<file path="src/hw/rtl/rlefill_pkg.sv">
package rlefill_pkg;

  localparam int unsigned DimW   = 10;
  localparam int unsigned LenW   = 16;
  localparam int unsigned ColorW = 16;

  localparam logic [DimW-1:0] FrameWidthReset  = 10'd240;
  localparam logic [DimW-1:0] FrameHeightReset = 10'd320;

  // Configuration register indexes.
  localparam logic [0:0] CFG_FRAME_WIDTH  = 1'b0;
  localparam logic [0:0] CFG_FRAME_HEIGHT = 1'b1;

  // Result slots, emitted in this order.
  localparam int unsigned NumSlots = 4;
  localparam logic [1:0] SLOT_REST   = 2'd0;
  localparam logic [1:0] SLOT_BLOCK  = 2'd1;
  localparam logic [1:0] SLOT_LEAD   = 2'd2;
  localparam logic [1:0] SLOT_STATUS = 2'd3;

  typedef enum logic [3:0] {
    ST_IDLE,
    ST_PREP,
    ST_REST,
    ST_REST_UPD,
    ST_CHK_BLOCK,
    ST_DIV_WAIT,
    ST_BLOCK,
    ST_LEAD,
    ST_STAT,
    ST_EMIT
  } seq_state_t;

  typedef struct packed {
    logic [DimW-1:0] row;
    logic [DimW-1:0] col;
    logic [DimW-1:0] width;
    logic [DimW-1:0] rows;
  } fill_slot_t;

  typedef struct packed {
    logic start;
    logic done;
  } div_ctl_t;

endpackage

</file>
<file path="src/hw/rtl/rlefill_div.sv">
module rlefill_div
  import rlefill_pkg::*;
(
  input  logic            clk,
  input  logic            rst,
  input  logic            start,
  input  logic [LenW-1:0] dividend,
  input  logic [DimW-1:0] divisor,
  output logic            done,
  output logic [LenW-1:0] quotient,
  output logic [DimW-1:0] remainder
);

  logic                         busy;
  logic [$clog2(LenW)-1:0]      cnt;
  logic [LenW-1:0]              quo;
  logic [DimW-1:0]              rem;
  logic [DimW:0]                rem_sh;
  logic [DimW:0]                diff;
  logic                         fits;

  // One quotient bit per cycle, restoring.
  assign rem_sh = {rem, quo[LenW-1]};
  assign diff   = rem_sh - {1'b0, divisor};
  assign fits   = rem_sh >= {1'b0, divisor};

  always_ff @(posedge clk) begin
    if (rst) begin
      busy <= 1'b0;
      done <= 1'b0;
      cnt  <= '0;
    end else begin
      done <= 1'b0;
      if (start) begin
        busy <= 1'b1;
        cnt  <= $clog2(LenW)'(LenW - 1);
      end else if (busy) begin
        cnt <= cnt - 1'b1;
        if (cnt == '0) begin
          busy <= 1'b0;
          done <= 1'b1;
        end
      end
    end
  end

  always_ff @(posedge clk) begin
    if (start) begin
      quo <= dividend;
      rem <= '0;
    end else if (busy) begin
      if (fits) begin
        rem <= diff[DimW-1:0];
        quo <= {quo[LenW-2:0], 1'b1};
      end else begin
        rem <= rem_sh[DimW-1:0];
        quo <= {quo[LenW-2:0], 1'b0};
      end
    end
  end

  assign quotient  = quo;
  assign remainder = rem;

endmodule

</file>
<file path="src/hw/rtl/rle_rgb565_area_fill_core.sv">
// Run-length decoder for a full-screen RGB565 image that turns each run record
// into rectangle fills for a display engine.
// Input channel (in_valid/in_ready): one beat is one run record with its length,
// color and an end-of-image mark. Output channel (out_valid/out_ready): one beat
// is one fill rectangle or one end-of-image status; last_of_item marks the final
// beat caused by a record. A record gives zero to four beats.
// Configuration: cfg_we writes frame_width (index 0) or frame_height (index 1)
// in the same cycle; write only while no record is in flight.
// Timing: the block works on one record at a time and drops in_ready from the
// accept until the last result slot of that record has been walked.
// A record of zero length, zero width or full frame is skipped without fills.
// Finishing a partly filled row adds the state ST_REST_UPD, and a whole-row
// block adds ST_DIV_WAIT and ST_BLOCK, waiting in ST_DIV_WAIT on the
// 16-step shift-subtract divider that finds the row count.
// The output register lets a new record be accepted while its last beat waits.
// When the receiver stalls, the output beat holds and the sequencer waits
// before handing over the next result.
// Reset clears the position to row 0, column 0, restores the frame size to
// 240 by 320, and empties the output register.
module rle_rgb565_area_fill_core
  import rlefill_pkg::*;
(
  input  logic              clk,
  input  logic              rst,
  input  logic              cfg_we,
  input  logic [0:0]        cfg_index,
  input  logic [DimW-1:0]   cfg_wdata,
  input  logic              in_valid,
  output logic              in_ready,
  input  logic [LenW-1:0]   run_length,
  input  logic [ColorW-1:0] pixel_color,
  input  logic              end_of_image,
  output logic              out_valid,
  input  logic              out_ready,
  output logic              is_status,
  output logic [DimW-1:0]   start_row,
  output logic [DimW-1:0]   start_col,
  output logic [DimW-1:0]   fill_width,
  output logic [DimW-1:0]   fill_rows,
  output logic [ColorW-1:0] fill_color,
  output logic              frame_ok,
  output logic              last_of_item
);

  seq_state_t state, state_next;

  logic [DimW-1:0]   frame_width;
  logic [DimW-1:0]   frame_height;
  logic [DimW-1:0]   cur_col;
  logic [DimW-1:0]   cur_row;
  logic [LenW-1:0]   len;
  logic [ColorW-1:0] color;
  logic              last;
  logic [DimW-1:0]   take;
  fill_slot_t        slot [NumSlots];
  logic [NumSlots-1:0] slot_vld;
  logic              stat_ok;
  logic [1:0]        emit_idx;

  div_ctl_t          div_ctl;
  logic [LenW-1:0]   div_quo;
  logic [DimW-1:0]   div_rem;

  // Shared conditions of the current position.
  logic              row_in;
  logic              run_go;
  logic              len_ge_w;
  logic [DimW-1:0]   take_full;
  logic [DimW-1:0]   col_sum;
  logic [DimW-1:0]   avail;
  logic              clip;
  logic              out_free;
  logic              cur_vld;
  logic              later_vld;
  logic [NumSlots-1:0] above_mask;
  logic              accept;
  logic              load;

  assign row_in    = cur_row < frame_height;
  assign run_go    = (len != '0) && (frame_width != '0) && row_in;
  assign len_ge_w  = len >= {{(LenW-DimW){1'b0}}, frame_width};
  assign take_full = frame_width - cur_col;
  assign col_sum   = cur_col + take;
  assign avail     = frame_height - cur_row;
  assign clip      = div_quo > {{(LenW-DimW){1'b0}}, avail};
  assign out_free  = !out_valid || out_ready;
  assign cur_vld   = slot_vld[emit_idx];
  assign above_mask = ~((NumSlots'(2) << emit_idx) - NumSlots'(1));
  assign later_vld = |(slot_vld & above_mask);
  assign accept    = in_valid && in_ready;

  rlefill_div u_div (
    .clk       (clk),
    .rst       (rst),
    .start     (div_ctl.start),
    .dividend  (len),
    .divisor   (frame_width),
    .done      (div_ctl.done),
    .quotient  (div_quo),
    .remainder (div_rem)
  );

  always_ff @(posedge clk) begin
    if (rst) begin
      state <= ST_IDLE;
    end else begin
      state <= state_next;
    end
  end

  // Sequencer: next state and control strobes.
  always_comb begin
    state_next    = state;
    in_ready      = 1'b0;
    div_ctl.start = 1'b0;
    load          = 1'b0;
    case (state)
      ST_IDLE: begin
        in_ready = 1'b1;
        if (in_valid) begin
          state_next = ST_PREP;
        end
      end
      ST_PREP: begin
        state_next = run_go ? ST_REST : ST_STAT;
      end
      ST_REST: begin
        state_next = (row_in && cur_col != '0) ? ST_REST_UPD : ST_CHK_BLOCK;
      end
      ST_REST_UPD: begin
        state_next = ST_CHK_BLOCK;
      end
      ST_CHK_BLOCK: begin
        if (row_in && len_ge_w) begin
          div_ctl.start = 1'b1;
          state_next    = ST_DIV_WAIT;
        end else begin
          state_next = ST_LEAD;
        end
      end
      ST_DIV_WAIT: begin
        if (div_ctl.done) begin
          state_next = ST_BLOCK;
        end
      end
      ST_BLOCK: begin
        state_next = ST_LEAD;
      end
      ST_LEAD: begin
        state_next = ST_STAT;
      end
      ST_STAT: begin
        state_next = ST_EMIT;
      end
      ST_EMIT: begin
        if (!cur_vld || out_free) begin
          load = cur_vld;
          if (emit_idx == SLOT_STATUS) begin
            state_next = ST_IDLE;
          end
        end
      end
      default: begin
        state_next = ST_IDLE;
      end
    endcase
  end

  // Configuration, position and slot bookkeeping registers.
  always_ff @(posedge clk) begin
    if (rst) begin
      frame_width  <= FrameWidthReset;
      frame_height <= FrameHeightReset;
      cur_col      <= '0;
      cur_row      <= '0;
      slot_vld     <= '0;
      emit_idx     <= '0;
    end else begin
      if (cfg_we) begin
        case (cfg_index)
          CFG_FRAME_WIDTH:  frame_width  <= cfg_wdata;
          CFG_FRAME_HEIGHT: frame_height <= cfg_wdata;
          default: ;
        endcase
      end
      case (state)
        ST_IDLE: begin
          if (accept) begin
            slot_vld <= '0;
            emit_idx <= SLOT_REST;
          end
        end
        ST_PREP: begin
          // A column at or past the width closes the row without a fill.
          if (run_go && cur_col >= frame_width) begin
            cur_col <= '0;
            cur_row <= cur_row + 1'b1;
          end
        end
        ST_REST_UPD: begin
          slot_vld[SLOT_REST] <= 1'b1;
          if (col_sum == frame_width) begin
            cur_col <= '0;
            cur_row <= cur_row + 1'b1;
          end else begin
            cur_col <= col_sum;
          end
        end
        ST_BLOCK: begin
          slot_vld[SLOT_BLOCK] <= 1'b1;
          if (clip) begin
            cur_row <= frame_height;
          end else begin
            cur_row <= cur_row + div_quo[DimW-1:0];
          end
        end
        ST_LEAD: begin
          if (row_in && len != '0) begin
            slot_vld[SLOT_LEAD] <= 1'b1;
            cur_col <= len[DimW-1:0];
          end
        end
        ST_STAT: begin
          if (last) begin
            slot_vld[SLOT_STATUS] <= 1'b1;
            cur_col <= '0;
            cur_row <= '0;
          end
        end
        ST_EMIT: begin
          if (!cur_vld || out_free) begin
            emit_idx <= emit_idx + 1'b1;
          end
        end
        default: ;
      endcase
    end
  end

  // Run payload and result slots.
  always_ff @(posedge clk) begin
    case (state)
      ST_IDLE: begin
        if (accept) begin
          len   <= run_length;
          color <= pixel_color;
          last  <= end_of_image;
        end
      end
      ST_REST: begin
        take <= (len < {{(LenW-DimW){1'b0}}, take_full}) ? len[DimW-1:0] : take_full;
      end
      ST_REST_UPD: begin
        slot[SLOT_REST] <= '{row: cur_row, col: cur_col, width: take, rows: DimW'(1)};
        len <= len - {{(LenW-DimW){1'b0}}, take};
      end
      ST_BLOCK: begin
        slot[SLOT_BLOCK] <= '{row: cur_row, col: '0, width: frame_width,
                              rows: clip ? avail : div_quo[DimW-1:0]};
        len <= clip ? '0 : {{(LenW-DimW){1'b0}}, div_rem};
      end
      ST_LEAD: begin
        slot[SLOT_LEAD] <= '{row: cur_row, col: '0, width: len[DimW-1:0],
                             rows: DimW'(1)};
      end
      ST_STAT: begin
        slot[SLOT_STATUS] <= '{row: '0, col: '0, width: '0, rows: '0};
        stat_ok <= (cur_row == frame_height);
      end
      default: ;
    endcase
  end

  // Output register.
  always_ff @(posedge clk) begin
    if (rst) begin
      out_valid <= 1'b0;
    end else if (load) begin
      out_valid <= 1'b1;
    end else if (out_ready) begin
      out_valid <= 1'b0;
    end
  end

  always_ff @(posedge clk) begin
    if (load) begin
      is_status    <= (emit_idx == SLOT_STATUS);
      start_row    <= slot[emit_idx].row;
      start_col    <= slot[emit_idx].col;
      fill_width   <= slot[emit_idx].width;
      fill_rows    <= slot[emit_idx].rows;
      fill_color   <= (emit_idx == SLOT_STATUS) ? '0 : color;
      frame_ok     <= (emit_idx == SLOT_STATUS) && stat_ok;
      last_of_item <= !later_vld;
    end
  end

endmodule

</file>
<file path="config.mk">
export PLATFORM = sky130hd
export DESIGN_NAME = rle_rgb565_area_fill_core
export DESIGN_NICKNAME = d
export VERILOG_FILES = /design/src/hw/rtl/rlefill_pkg.sv /design/src/hw/rtl/rlefill_div.sv /design/src/hw/rtl/rle_rgb565_area_fill_core.sv
export SDC_FILE = /design/constraint.sdc
export NUM_CORES = 1
export LEC_CHECK = 0
export BUFFER_PORTS_ARGS = -buffer_cell sky130_fd_sc_hd__buf_4
export CORE_ASPECT_RATIO = 1.25
export CORE_UTILIZATION = 50
export CTS_CLUSTER_DIAMETER = 200
export DETAILED_ROUTE_END_ITERATION = 7
export GPL_TIMING_DRIVEN = 1
export PLACE_DENSITY = 0.71
export SYNTH_ARGS = -nofsm -noshare
export SYNTH_HDL_FRONTEND = slang
export SYNTH_SLANG_ARGS = --single-unit
</file>
<file path="constraint.sdc">
create_clock -name clk -period 5.1 [get_ports clk]
set_input_delay 0.255 -clock clk [delete_from_list [all_inputs] [get_ports clk]]
set_output_delay 0.255 -clock clk [all_outputs]
set_load 0.01 [all_outputs]
</file>
==> impl_results.md <==
- Iteration count of the initial detailed-routing pass: 8
- Via-per-instance ratio: 5.82
- Slowest Stage Delay on Critical Path: 0.53 ns
- Number of nets in the synthesized netlist: 1464
- Boundary Pins: 110
- Setup-failing EPs final: 0
- Worst supply voltage drop on vdd: 325 µV
- Weighted congestion at the end of routability-driven global placement: 0.917
- Wirelength per Cell: 19.6 µm
- Rel. slew slack: 0.375
- Transition time of the tightest slew-check pin: 0.937 ns
- Clk_skew: 0.00933 ns
- Leakage power figure: 0.00633 µW
- Number of buffers inserted during clock tree synthesis: 26
- Hold Fails Final Rpt: 0
- Post-synth ARST share: 0
- Drt initial violations: 795
- Category of the worst setup path launch point: register
- Critical path data required time: 5.50 ns
- Library cells used by synthesis: 79
- Antenna-violating nets left: 0
- Initial Util: 0.511
- Critical path's most frequent cell: sky130_fd_sc_hd__a21o_1
- Syn Std Cell Area: 14200 µm²
- Number of remaining DRC errors: 14
- Outcome: complete, but fails checks
- Number of diodes added for antenna fixing: 0
- Total buffers and inverters traversed by the critical path: 1
- X dimension of the die: 153 µm
- CTS H-Tree Depth: 1
- Number of enable-type register cells in the synthesized netlist: 199
- Number of max-cap violations: 0
- First-pass GRT wire length: 56.3 mm
- Number of cells upsized or downsized after cts: 0
- Failing checks: design-rule violations
- Clock latency reported for the late side of the worst-skew pair: 0.55 ns
- Class of the tightest hold or removal check: input port to register
- Post-route worst hold slack: 0.0157 ns
- Number of buffers inserted by port buffering: 109
- Height of the die: 190 µm
- RSZ-0062 raised after global routing: no
- Arr. time, crit path: 4.77 ns
- TritonCTS clock tree: yes
- Category of the worst setup path capture point: register
- Maximum frequency from static timing analysis: 229 MHz
- Worst setup path category: register to register
- Overflow left after global routing: 0
- Synth-to-Final Area Change: 16.5%
- HPWL after detailed placement: 25.9 mm
- Number of antenna violations at the first check in global routing: 0
- Critical Path Fanout Max: 14
- Maximum number of pins on one net before global-route repair: 62
- Clock input transition at the sequential cells of the worst setup and hold paths: 0.07 ns
- Category of cells accounting for the largest share of critical-path delay: compound AO/OA/AOI/OAI gates
- Number of clock sinks: 266
- Clock tree buffer depth: 3
- Die area: 29100 µm²
- Count of standard-cell rows: 68
- Setup Fix Bufs, Post-CTS: 0
- YS warnings: 0
- Synthesized instance count: 1317
- Placeable core region: 27700 µm²
- Power per Cell Area: 401 nW/µm²
- Fraction of layout instances using a drive strength above 1: 0.138
- Sequential-to-total area share from yosys stat: 0.516
- Tmin final: 4.37 ns
- Clock tree root driver cell: sky130_fd_sc_hd__clkbuf_16
- Total via count in the routed design: 10600
- Slowest stage cell, crit path: sky130_fd_sc_hd__or4_1
- Final period util: 0.856
- Flip-flop and latch count after synthesis: 266
- Leading register cell type out of synthesis: sky130_fd_sc_hd__edfxtp_1
- Slew Limit Fails: 0
- Mean post-synth cell area: 10.8 µm²
- Via count of the first global-routing pass: 10300
- Net total in the final layout: 1596
- Sequence of cells on the critical path: inv_1, ha_1, a21o_1, a21o_1, a21o_1, nand2_1, a211oi_1, a31oi_1, xor2_1, ha_1, or4_1, a21oi_1, o221ai_1, a21bo_2, and2_1, a31oi_1, o32ai_1, o21ai_1, o21ai_1
- Drt total wl: 35.6 mm
- Aggregate negative setup slack: 0 ns
- Overall routing resource usage: 0.247
-- cell usage in the layout, fill, tap and decap left out, types with 23 or more instances in the layout --
master                          instances
sky130_fd_sc_hd__nand2_1              120
sky130_fd_sc_hd__edfxtp_1             199
sky130_fd_sc_hd__dlygate4sd3_1         32
sky130_fd_sc_hd__a21oi_1               67
sky130_fd_sc_hd__ha_1                  92
sky130_fd_sc_hd__xnor2_1               33
sky130_fd_sc_hd__buf_4                126
sky130_fd_sc_hd__nor3_1                27
sky130_fd_sc_hd__mux2i_1               42
sky130_fd_sc_hd__nor2b_1               27
sky130_fd_sc_hd__nand2b_1              24
sky130_fd_sc_hd__nor2_1                79
sky130_fd_sc_hd__inv_1                 88
sky130_fd_sc_hd__and2_1                29
sky130_fd_sc_hd__clkbuf_16             27
sky130_fd_sc_hd__a211oi_1              23
sky130_fd_sc_hd__dfxtp_1               67
sky130_fd_sc_hd__o21ai_0               68
sky130_fd_sc_hd__nand3_1               31
-- sequential cells by signal, indices dropped and copies added, names as in the netlist, 16 cells and up --
register,flops
slot,80
color,16
fill_color,16
len,16
u_div.quotient,16
-- area by class of cell --
cell class                 count  area, µm²
timing repair buffer         158       1270
inverter                      89        334
multi-input combinational    908       6330
fill                        2299      11200
sequential                   266       7320
clock inverter                18        150
tap                          350        438
clock buffer                  30        687
-- worst register-to-register path: stages, from the launching register on --
cell and delay (ns):
sky130_fd_sc_hd__dfxtp_1 0.48, sky130_fd_sc_hd__inv_1 0.17, sky130_fd_sc_hd__ha_1 0.33, sky130_fd_sc_hd__a21o_1 0.11, sky130_fd_sc_hd__a21o_1 0.14, sky130_fd_sc_hd__a21o_1 0.12
sky130_fd_sc_hd__nand2_1 0.07, sky130_fd_sc_hd__a211oi_1 0.33, sky130_fd_sc_hd__a31oi_1 0.15, sky130_fd_sc_hd__xor2_1 0.17, sky130_fd_sc_hd__ha_1 0.24, sky130_fd_sc_hd__or4_1 0.53
sky130_fd_sc_hd__a21oi_1 0.19, sky130_fd_sc_hd__o221ai_1 0.19, sky130_fd_sc_hd__a21bo_2 0.35, sky130_fd_sc_hd__and2_1 0.22, sky130_fd_sc_hd__a31oi_1 0.13, sky130_fd_sc_hd__o32ai_1 0.10
sky130_fd_sc_hd__o21ai_1 0.15, sky130_fd_sc_hd__o21ai_1 0.07
-- layer usage --
| layer | vias up | GRT usage | wire [µm] | part of all wire |
|---|---|---|---|---|
| li1 | 5071 | - | - | - |
| met1 | 5034 | 0.321 | 15300 | 0.43 |
| met2 | 405 | 0.415 | 16600 | 0.47 |
| met3 | 80 | 0.0327 | 2350 | 0.066 |
| met4 | 0 | 0.107 | 1380 | 0.039 |
| met5 | - | 0 | 0 | 0 |
-- cells in the mapped netlist, drive strengths merged (25+ instances only) --
cell / number / area share
nor3: 27 / 0.0095
edfxtp: 199 / 0.42
o21ai: 79 / 0.028
nand2: 120 / 0.032
nor2: 81 / 0.022
nor2b: 27 / 0.012
clkbuf: 36 / 0.0095
a21oi: 69 / 0.025
a211oi: 25 / 0.014
xnor2: 34 / 0.022
dfxtp: 67 / 0.095
and2: 29 / 0.013
nand3: 31 / 0.011
ha: 92 / 0.081
inv: 88 / 0.023
mux2i: 42 / 0.030
-- path summary, 6_finish.rpt --
kind | from | end | slack, ns | cells past startpoint
setup reg to reg | cur_row[1] | cur_row[4] | 0.73 | 19
setup / recovery | cur_row[1] | cur_row[4] | 0.73 | 19
hold reg to reg | frame_height[0] | frame_height[0] | 0.46 | 2
hold / removal | run_length[9] | len[9] | 0.02 | 3
-- per-stage QoR --
stage | total power (µW) | util | cell area [µm²] | instances | setup slack (ns)
4_1_cts | 6620 | 0.596 | 16500 | 1819 | 0.832
3_5_place_dp | 4690 | 0.554 | 15400 | 1739 | 0.862
3_3_place_gp | 4650 | 0.554 | 15400 | 1739 | 1.06
2_1_floorplan | 4170 | - | 14200 | 1317 | 0.358
5_1_grt | 6980 | 0.596 | 16500 | 1819 | 0.442
6_report | 6630 | 0.596 | 16500 | 1819 | 0.734
-- logic make-up after synthesis --
family                     synth area share
xor gates and xnor gates             0.0361
buffers and inverters                0.0390
muxes                                0.0455
and+or+nand+nor                       0.136
DFF                                   0.516
adders and majority gates            0.0896
AOI/OAI and AO/OA                     0.138
-- timing repair --
| item | in CTS | in global routing |
|---|---|---|
| endpoints found under the setup margin | 0 | 0 |
| hold buffers | 32 | 0 |
| hold endpoints to repair | 40 | 0 |
-- where the power goes --
group	internal, µW	total, µW	switching [µW]
sequential	2570	2820	246
combinational	798	1890	1090
clock	1070	1910	844
total	4440	6630	2180
Power figures use the tool's default switching activity.
